[config.mk]
export PLATFORM = sky130hd
export DESIGN_NAME = tile_row_palette_decoder_unit
export DESIGN_NICKNAME = d
export VERILOG_FILES = /design/src/trpd_pkg.sv /design/src/trpd_store.sv /design/src/trpd_lane.sv /design/src/tile_row_palette_decoder_unit.sv
export SDC_FILE = /design/constraint.sdc
export NUM_CORES = 1
export LEC_CHECK = 0
export ABC_AREA = 1
export ABC_CLOCK_PERIOD_IN_PS = 22700
export BUFFER_PORTS_ARGS = -buffer_cell sky130_fd_sc_hd__buf_2
export CELL_PAD_IN_SITES_DETAIL_PLACEMENT = 1
export CELL_PAD_IN_SITES_GLOBAL_PLACEMENT = 1
export CORE_MARGIN = 8
export CORE_UTILIZATION = 52
export CTS_CLUSTER_SIZE = 14
export DETAILED_ROUTE_END_ITERATION = 10
export PLACE_DENSITY_LB_ADDON = 0.1
export REMOVE_ABC_BUFFERS = 1
export SYNTH_ARGS = -nofsm -noshare
export SYNTH_HDL_FRONTEND = slang
export SYNTH_HIERARCHICAL = 1
export SYNTH_SLANG_ARGS = --single-unit
export TNS_END_PERCENT = 10
[constraint.sdc]
create_clock -name clk -period 22.7 [get_ports clk]
set_clock_uncertainty 0.2 [all_clocks]
set_input_delay 2.27 -clock clk [delete_from_list [all_inputs] [get_ports clk]]
set_output_delay 2.27 -clock clk [all_outputs]
set_load 0.01 [all_outputs]
[src/trpd_pkg.sv]
// Shared types and constants for the tile row palette decoder.
// No dependencies; imported by every module of the block.
`default_nettype none

package trpd_pkg;

	localparam int PALETTE_BYTES_DEF = 64;
	localparam int ROW_BYTES         = 8;
	localparam int ROW_PIXELS        = 8;
	localparam int INDEX_W           = 6;
	localparam int CFG_W             = 8;
	localparam logic [15:0] INVALID_COLOR = 16'hFFFF;

	typedef enum logic [1:0] {
		MODE_MONO   = 2'd0,
		MODE_COLOR  = 2'd1,
		MODE_COMPAT = 2'd2,
		MODE_COLOR3 = 2'd3
	} color_mode_t;

	typedef enum logic [0:0] {
		REG_COLOR_MODE   = 1'b0,
		REG_MONO_PALETTE = 1'b1
	} reg_idx_t;

	typedef enum logic [0:0] {
		KIND_WRITE = 1'b0,
		KIND_ROW   = 1'b1
	} kind_t;

	typedef struct packed {
		logic               kind;
		logic [INDEX_W-1:0] palette_index;
		logic [7:0]         palette_byte;
		logic [7:0]         low_plane;
		logic [7:0]         high_plane;
		logic [7:0]         attribute;
		logic               tile_valid;
	} in_t;

	typedef struct packed {
		logic [15:0] pixel0;
		logic [15:0] pixel1;
		logic [15:0] pixel2;
		logic [15:0] pixel3;
		logic [15:0] pixel4;
		logic [15:0] pixel5;
		logic [15:0] pixel6;
		logic [15:0] pixel7;
		logic [15:0] color_codes;
		logic        above_sprites;
	} out_t;

	typedef logic [ROW_BYTES-1:0][7:0] row_t;

	typedef struct packed {
		logic               en;
		logic [INDEX_W-1:0] index;
		logic [7:0]         data;
	} store_wr_t;

	typedef struct packed {
		logic       en;
		logic [2:0] palette;
	} store_rd_t;

endpackage

`default_nettype wire

[src/trpd_store.sv]
// Palette store: rows of eight bytes, one row per palette, byte writes.
// Per-byte valid flops give the cleared-at-reset contents. Uses trpd_pkg.
`default_nettype none

module trpd_store #(
	parameter int PALETTE_BYTES = trpd_pkg::PALETTE_BYTES_DEF
) (
	input  wire                  clk,
	input  wire                  arst_n,
	input  trpd_pkg::store_wr_t  wr,
	input  trpd_pkg::store_rd_t  rd,
	output trpd_pkg::row_t       row
);
	import trpd_pkg::*;

	localparam int ROWS   = (PALETTE_BYTES + ROW_BYTES - 1) / ROW_BYTES;
	localparam int ROW_AW = (ROWS > 1) ? $clog2(ROWS) : 1;

	row_t                          mem [ROWS];
	logic [ROWS-1:0][ROW_BYTES-1:0] vld_q;
	row_t                          data_s1;
	logic [ROW_BYTES-1:0]          mask_s1;

	logic              wr_hit;
	logic [ROW_AW-1:0] wr_row;
	logic [2:0]        wr_byte;
	logic              rd_hit;
	logic [ROW_AW-1:0] rd_row;

	assign wr_hit  = wr.en && (int'(wr.index) < PALETTE_BYTES);
	assign wr_row  = wr.index[3 +: ROW_AW];
	assign wr_byte = wr.index[2:0];
	assign rd_hit  = rd.en && (int'(rd.palette) < ROWS);
	assign rd_row  = rd.palette[ROW_AW-1:0];

	always_ff @(posedge clk) begin
		if (wr_hit) begin
			mem[wr_row][wr_byte] <= wr.data;
		end
		if (rd.en) begin
			data_s1 <= mem[rd_row];
		end
	end

	always_ff @(posedge clk or negedge arst_n) begin
		if (!arst_n) begin
			vld_q   <= '0;
			mask_s1 <= '0;
		end else begin
			if (wr_hit) begin
				vld_q[wr_row][wr_byte] <= 1'b1;
			end
			if (rd.en) begin
				mask_s1 <= rd_hit ? vld_q[rd_row] : '0;
			end
		end
	end

	// Bytes never written read as zero.
	always_comb begin
		for (int b = 0; b < ROW_BYTES; b++) begin
			row[b] = mask_s1[b] ? data_s1[b] : 8'h00;
		end
	end

endmodule

`default_nettype wire

[src/trpd_lane.sv]
// One pixel lane: maps a 2-bit color code to a shade or a palette word.
// Uses trpd_pkg for the row type and the invalid color constant.
`default_nettype none

module trpd_lane (
	input  wire  [1:0]       code,
	input  wire              is_color,
	input  wire              tile_ok,
	input  wire  [7:0]       mono_palette,
	input  trpd_pkg::row_t   row,
	output logic [15:0]      pixel
);
	import trpd_pkg::*;

	logic [1:0] shade;
	logic [7:0] lo_byte;
	logic [7:0] hi_byte;

	assign shade   = mono_palette[{code, 1'b0} +: 2];
	assign lo_byte = row[{code, 1'b0}];
	assign hi_byte = row[{code, 1'b1}];

	always_comb begin
		if (!tile_ok) begin
			pixel = INVALID_COLOR;
		end else if (is_color) begin
			pixel = {hi_byte, lo_byte};
		end else begin
			pixel = {14'd0, shade};
		end
	end

endmodule

`default_nettype wire

[src/tile_row_palette_decoder_unit.sv]
// Top level of the tile row palette decoder: config registers, row decode,
// palette store, eight pixel lanes and the output register. Uses trpd_pkg.
//
//   port group   handshake          payload
//   in_*         in_valid/in_ready  in_data   (trpd_pkg::in_t)
//   out_*        out_valid/out_ready out_data (trpd_pkg::out_t)
//   cfg_*        cfg_we             cfg_index, cfg_data
//
// One transaction per cycle while the output is not stalled; a decoded row passes
// through the palette row read, then the lanes into the output register.
// A palette write takes effect at its acceptance edge and yields no result.
// Reset clears the config registers, the valid flags and the store's per-byte valid flops.
// A stalled output holds; up to two rows stay in flight before in_ready drops.
`default_nettype none

module tile_row_palette_decoder_unit #(
	parameter int PALETTE_BYTES = trpd_pkg::PALETTE_BYTES_DEF
) (
	input  wire                      clk,
	input  wire                      arst_n,
	input  wire                      in_valid,
	output logic                     in_ready,
	input  trpd_pkg::in_t            in_data,
	output logic                     out_valid,
	input  wire                      out_ready,
	output trpd_pkg::out_t           out_data,
	input  wire                      cfg_we,
	input  trpd_pkg::reg_idx_t       cfg_index,
	input  wire [trpd_pkg::CFG_W-1:0] cfg_data
);
	import trpd_pkg::*;

	color_mode_t color_mode_q;
	logic [7:0]  mono_palette_q;

	logic        accept;
	logic        dec_acc;
	logic        is_color;
	logic        is_compat;
	logic        flip;
	logic [15:0] codes_d;
	store_wr_t   st_wr;
	store_rd_t   st_rd;
	row_t        row_s1;

	logic        v_s1;
	logic [15:0] codes_s1;
	logic        color_s1;
	logic        tile_ok_s1;
	logic        prio_s1;

	logic        adv;
	logic [ROW_PIXELS-1:0][15:0] pix;
	out_t        out_q;
	logic        out_valid_q;

	always_ff @(posedge clk or negedge arst_n) begin
		if (!arst_n) begin
			color_mode_q   <= MODE_MONO;
			mono_palette_q <= '0;
		end else if (cfg_we) begin
			unique case (cfg_index)
				REG_COLOR_MODE:   color_mode_q   <= color_mode_t'(cfg_data[1:0]);
				REG_MONO_PALETTE: mono_palette_q <= cfg_data[7:0];
				default: ;
			endcase
		end
	end

	assign adv      = !out_valid_q || out_ready;
	assign in_ready = !v_s1 || adv;
	assign accept   = in_valid && in_ready;
	assign dec_acc  = accept && (in_data.kind == KIND_ROW);

	assign is_color  = color_mode_q != MODE_MONO;
	assign is_compat = color_mode_q == MODE_COMPAT;
	assign flip      = is_color && !is_compat && in_data.attribute[5];

	// Pixel 0 comes from bit 7 unless the row is mirrored.
	always_comb begin
		codes_d = '0;
		for (int p = 0; p < ROW_PIXELS; p++) begin
			if (flip) begin
				codes_d[2*p +: 2] = {in_data.high_plane[p], in_data.low_plane[p]};
			end else begin
				codes_d[2*p +: 2] = {in_data.high_plane[7-p], in_data.low_plane[7-p]};
			end
		end
	end

	assign st_wr.en      = accept && (in_data.kind == KIND_WRITE);
	assign st_wr.index   = in_data.palette_index;
	assign st_wr.data    = in_data.palette_byte;
	assign st_rd.en      = dec_acc;
	assign st_rd.palette = is_compat ? 3'd0 : in_data.attribute[2:0];

	trpd_store #(
		.PALETTE_BYTES(PALETTE_BYTES)
	) u_store (
		.clk    (clk),
		.arst_n (arst_n),
		.wr     (st_wr),
		.rd     (st_rd),
		.row    (row_s1)
	);

	always_ff @(posedge clk or negedge arst_n) begin
		if (!arst_n) begin
			v_s1 <= 1'b0;
		end else if (in_ready) begin
			v_s1 <= dec_acc;
		end
	end

	always_ff @(posedge clk) begin
		if (dec_acc) begin
			codes_s1   <= codes_d;
			color_s1   <= is_color;
			tile_ok_s1 <= in_data.tile_valid;
			prio_s1    <= in_data.attribute[7];
		end
	end

	for (genvar g = 0; g < ROW_PIXELS; g++) begin : g_lane
		trpd_lane u_lane (
			.code         (codes_s1[2*g +: 2]),
			.is_color     (color_s1),
			.tile_ok      (tile_ok_s1),
			.mono_palette (mono_palette_q),
			.row          (row_s1),
			.pixel        (pix[g])
		);
	end

	// Merge lane results into the output register; hold while stalled.
	always_ff @(posedge clk or negedge arst_n) begin
		if (!arst_n) begin
			out_valid_q <= 1'b0;
		end else if (adv) begin
			out_valid_q <= v_s1;
		end
	end

	always_ff @(posedge clk) begin
		if (adv && v_s1) begin
			out_q.pixel0        <= pix[0];
			out_q.pixel1        <= pix[1];
			out_q.pixel2        <= pix[2];
			out_q.pixel3        <= pix[3];
			out_q.pixel4        <= pix[4];
			out_q.pixel5        <= pix[5];
			out_q.pixel6        <= pix[6];
			out_q.pixel7        <= pix[7];
			out_q.color_codes   <= tile_ok_s1 ? codes_s1 : 16'd0;
			out_q.above_sprites <= tile_ok_s1 && color_s1 && prio_s1;
		end
	end

	assign out_valid = out_valid_q;
	assign out_data  = out_q;

endmodule

`default_nettype wire

Yosys cells after proc, flatten, opt, wreduce, memory -nomap -nowiden
Memories as Yosys holds them, arrays and structs flattened. A register that Yosys moved wholly into a read port is not among the register bits.
Index checks and enable logic that the tools add are counted.
{ "word_totals": {"register_bits": 248, "ramBits": 512, "inputBits": 54, "output_inout_bits": 147, "elab_cells": 146, "memories": 1} }
{ "op_classes": {"n_lt_le_gt_ge": 21, "n_eq_ne": 1, "n_shift": 8, "mux": 67, "n_bitwise": 3, "n_reduce_logical": 18} }
{ "memory_table": {"columns": ["memory", "words", "width", "read_ports", "rd_clocked_by_memory_dff", "write_ports", "line_no", "source"], "rows": [
  ["u_store.mem", 8, 64, 1, 1, 1, "trpd_store.sv:19", "row_t mem [ROWS];"]
]} }
{ "op_table": {"columns": ["cell", "count"], "rows": [
  ["8-bit binary-select mux with 2-bit select", 16],
  ["8-bit two-way mux", 27],
  ["16-bit two-way mux", 8],
  ["3-bit by 4-bit less-than comparator with 1-bit output, second input constant", 19],
  ["64-bit two-way mux", 1],
  ["64-bit bitwise OR", 1],
  ["8-bit by 4-bit variable part select with 2-bit output", 8],
  ["8-bit demux with 3-bit select", 2],
  ["8-bit binary-select mux with 3-bit select", 1],
  ["2-bit two-way mux", 8],
  ["1-bit logical AND", 10],
  ["3-bit by 1-bit greater-or-equal comparator with 1-bit output, second input constant", 2],
  ["2-bit AND reduction", 2],
  ["1-bit demux with 3-bit select", 1],
  ["1-bit logical NOT", 3],
  ["3-bit two-way mux", 1],
  ["2-bit == test, second input constant", 1],
  ["1-bit logical OR", 2],
  ["1-bit two-way mux", 2],
  ["1-bit NOT", 2],
  ["2-bit nonzero test", 1]
]} }

Logic depth before layout (Yosys ltp)
{ "depth": {"depth_word": 7, "ltp_mapped": 12, "depth_no_buf": 8} }

Cells and area by module
Netlist, hierarchy kept.
{ "by_module_without_submodules": {"columns": ["module", "instances", "cells_per_inst", "area_each_um2", "seq_area_each_um2"], "rows": [
  ["trpd_store", 1, 2161, 25734.7, 19098.3],
  ["trpd_lane", 8, 159, 733.2, 0.0],
  ["tile_row_palette_decoder_unit", 1, 305, 5816.8, 5225.0]
]} }

Worst setup path after synthesis
No wires, ideal clock.
{ "synth_path": {"path_kind": "input -> register", "from": "in out_ready", "to": "reg out_q (netlist bit out_data[0]), enable pin", "setup_ns": 0.697, "arrival_ns": 9.279, "t_required_ns": 21.803, "path_slack_ns": 12.524, "cell_stages": 2, "n_path_buf": 0, "path_cell_list": "inv_1 a21oi_1"} }
{ "synth_between": {"elab_chain_cells": 2} }
{ "synth_rtl": {"columns": ["item", "line_no", "source"], "rows": [
  ["start: declaration", "tile_row_palette_decoder_unit.sv:25", "input wire out_ready,"],
  ["1-bit logical OR", "tile_row_palette_decoder_unit.sv:70", "assign adv = !out_valid_q || out_ready;"],
  ["1-bit logical AND", "tile_row_palette_decoder_unit.sv:145", "if (adv && v_s1) begin"],
  ["end: declaration", "tile_row_palette_decoder_unit.sv:54", "out_t out_q;"]
]} }
Every way passes these cells.
A chain may end at the register's enable or synchronous reset.

==> qor.log <==
[clock_tree] maximum clock insertion buffer count 3
[timing] Final min period 5.82 ns
[power_and_ir_drop] Pwr Total 3.60 mW
[place] Post-Place Setup Slack 16.32 ns
[timing] Worst-Margin Slew 1.33 ns
[route] total number of vias 29212
[job] max_cap viols 0
[synthesis] synthesized area divided by synthesized cell count 10.0 um^2
[power_and_ir_drop] P_leak 15.9 nW
[synthesis] Distinct cells, synth 27
[clock_tree] count of hold buffers inserted by post-cts repair 0
[route] count of antenna-violating nets left after detailed routing 0
[route] number of design rule violations left after detail routing 0
[power_and_ir_drop] peak supply drop 0.0000797 V
[worst_setup_path] CP Capture Type register
[worst_setup_path] sort of element at the start of the critical path primary input
[timing] period utilisation layout 0.257
[worst_setup_path] Critical Path Source in_data[1]
[global_routing] antenna violations before repair 2
[synthesis] portion of the post-synthesis area used by sequential elements 0.650
[worst_setup_path] critical path start-end classification primary input to register
[worst_setup_path] critical path arrival 6.12 ns
[clock_tree] cts repair resizes 0
[worst_setup_path] required time worst endpoint 23.00 ns
[route] 1st-pass router iterations 6
[global_routing] global route total overflow 0
[finish] count of placed standard cells in the final layout, fillers left out 4841
[place] final estimated routing congestion in global placement 0.837
[timing] headroom to the max-slew limit 0.116
[finish] Final Net Count 3872
[synthesis] Synth Instances 3738
[clock_tree] total clock buffers created by CTS 85
[clock_tree] Clock transition at path regs 0.06 ns
[floorplanning] Top Ports 201
[timing] number of pins exceeding their max-slew limit in the final report 0
[global_routing] maximum number of pins on one net before global-route repair 171
[timing] final setup violation count 0
[route] number of design-rule violations left by the first detailed-router iteration 2676
[synthesis] area share of fa/ha/maj cells after synthesis 0
[place] cell count after placement 4681
[clock_tree] count of clock tree sinks 824
[global_routing] vias in the first global route 30952
[clock_tree] clock latency reported for the late side of the worst-skew pair 0.64 ns
[outcome] result of the run completed
[floorplanning] die width 284 um
[floorplanning] die area 0.0808 mm^2
[floorplanning] effective utilization at floorplan 0.524
[floorplanning] DIE HEIGHT 284 um
[clock_tree] TritonCTS clock tree yes
[clock_tree] Post-CTS Setup Inserts 0
[floorplanning] Core Footprint 0.0714 mm^2
[worst_setup_path] worst reg2reg startpoint color_mode_q[0]
[route] detailed-route vias per instance 6.03
[floorplanning] number of core rows 98
[place] Port Buf Inserts 197
[worst_setup_path] end of the worst register-to-register path u_store/data_s1[43]
[finish] share of final-layout standard cells stronger than drive strength 1 0.105
[timing] final critical-path setup slack 16.88 ns
[global_routing] Tot GR Track Use 0.292
[timing] final hold vios 0
[synthesis] fraction of the mapped netlist area in simple logic gates 0.218
[route] WL final 121000 um
[synthesis] synthesized-area fraction occupied by ao, oa, aoi and oai cells 0.0662
[worst_setup_path] capture point of the critical path u_store/data_s1[43]
[global_routing] wire length of the first global-routing pass 184000 um
[worst_setup_path] Critical Path Fanout Max 110
[timing] highest attainable clock frequency 172 MHz
[worst_setup_path] depth of the most critical reg-to-reg path 10
[synthesis] mux contribution to synthesized area 0
[synthesis] post-synthesis xor/xnor area fraction 0
[synthesis] number of warnings printed during yosys synthesis 6
[route] detailed-route wire length per cell 24.9 um
[finish] final core area utilization 0.577
[clock_tree] CTS root buf sky130_fd_sc_hd__clkbuf_16
[synthesis] Synth Cell Area 0.0374 mm^2
[finish] Fill cells 7811
[hold_path] type of the worst min-delay path register to register
[finish] synth-to-layout area growth 10.0%
[place] post-detailed-placement half-perimeter wirelength 71700 um
[timing] post-route worst hold slack 0.257 ns
[synthesis] number of synthesized register bits 824
[timing] setup repair after global routing missed its margin no
[power_and_ir_drop] pwr dens 87.4 mW/mm^2
[clock_tree] H-tree depth 3
[synthesis] combinational family with the most area after synthesis simple AND/OR/NAND/NOR gates
[worst_setup_path] worst reg2reg setup slack 18.01 ns
[cell families after synthesis]
logic type,Yosys count
buffers and inverters,448
DFF,824
AOI/OAI and AO/OA,473
and+or+nand+nor,1993
[power by group]
group	leakage, nW	internal, mW	total [mW]	switching, mW
logic	6.96	0.115	0.465	0.351
clock network	1.38	0.821	1.41	0.585
registers	7.52	1.70	1.73	0.0249
total	15.9	2.64	3.60	0.961
[worst max-delay path: stages]
cell	delay (ns)
sky130_fd_sc_hd__buf_2	0.11
sky130_fd_sc_hd__a21boi_4	0.14
sky130_fd_sc_hd__buf_4	0.29
sky130_fd_sc_hd__inv_6	0.60
sky130_fd_sc_hd__buf_4	1.01
sky130_fd_sc_hd__buf_4	0.81
sky130_fd_sc_hd__o21ai_0	0.26
sky130_fd_sc_hd__o21ai_0	0.17
sky130_fd_sc_hd__nand2_1	0.11
sky130_fd_sc_hd__nand2_1	0.11
[area by class of cell]
cell class / count / area, um^2 / area share
Clock inverter: 43 / 407 / 0.00988
Antenna cell: 1 / 2.50 / 0.0000608
Clock buffer: 116 / 2400 / 0.0583
Tap cell: 950 / 1190 / 0.0289
Sequential cell: 824 / 24300 / 0.591
Inverter: 194 / 776 / 0.0188
Multi-Input combinational cell: 2466 / 10700 / 0.260
Timing Repair Buffer: 247 / 1380 / 0.0334
[routing by layer]
layer / vias to the layer above / share of wire / GRT usage / wire [um]
met5: - / 0 / 0 / 0
met4: 0 / 0.035 / 0.111 / 4220
met1: 14783 / 0.39 / 0.366 / 47500
met2: 1268 / 0.50 / 0.503 / 60000
li1: 12868 / - / - / -
met3: 293 / 0.074 / 0.0507 / 8890
[cell usage in the layout (no fill, tap or decap), types with 64 or more instances in the layout]
cell,instances
sky130_fd_sc_hd__nand2_1,1068
sky130_fd_sc_hd__edfxtp_1,740
sky130_fd_sc_hd__nand3_1,519
sky130_fd_sc_hd__nor2_1,393
sky130_fd_sc_hd__o21ai_0,332
sky130_fd_sc_hd__buf_2,196
sky130_fd_sc_hd__inv_1,175
sky130_fd_sc_hd__clkbuf_16,89
sky130_fd_sc_hd__dfrtp_1,84
sky130_fd_sc_hd__o22ai_1,64
[how the worst min path moves through the flow]
stage | start | end | slack (ns) | depth (start not counted)
floorplan | u_store/vld_q[0] | u_store/vld_q[0] | 0.23 | 2
global placement | u_store/vld_q[3] | u_store/vld_q[3] | 0.24 | 2
detailed placement | u_store/vld_q[28] | u_store/vld_q[28] | 0.25 | 2
CTS | u_store/vld_q[8] | u_store/vld_q[8] | 0.26 | 2
global route | u_store/vld_q[28] | u_store/vld_q[28] | 0.27 | 2
finish | u_store/vld_q[40] | u_store/vld_q[40] | 0.26 | 2
[registers in the layout, indices dropped and copies added (netlist names)]
name / count
v_s1: 1
tile_ok_s1: 1
color_s1: 1
codes_s1: 16
prio_s1: 1
mono_palette_q: 8
color_mode_q: 2
u_store/data_s1: 64
u_store/vld_q: 64
u_store/mem: 512
out_valid: 1
u_store/mask_s1: 8
out_data: 145
[Yosys cell counts, drive strengths merged]
master,instances,area (um^2)
o21ai,397,2010
a21oi,9,45.0
buf,193,1450
inv,193,764
nand2,1070,4020
nand4,8,50.1
or2,1,6.26
dfrtp,84,2100
nor2,394,1480
nand3,519,2600
and3,1,6.26
a21boi,3,22.5
clkbuf,61,234
edfxtp,740,22200
clkinv,1,3.75
o22ai,64,400
[metrics by stage]
step | instance area [um^2] | TNS, ns
floorplan | 35700 | -402.16
global placement | 38400 | 0
detailed placement | 38400 | 0
CTS | 41200 | 0
global route | 41200 | 0
finish | 41200 | 0
Note: power is estimated with default switching activity, not from simulation.
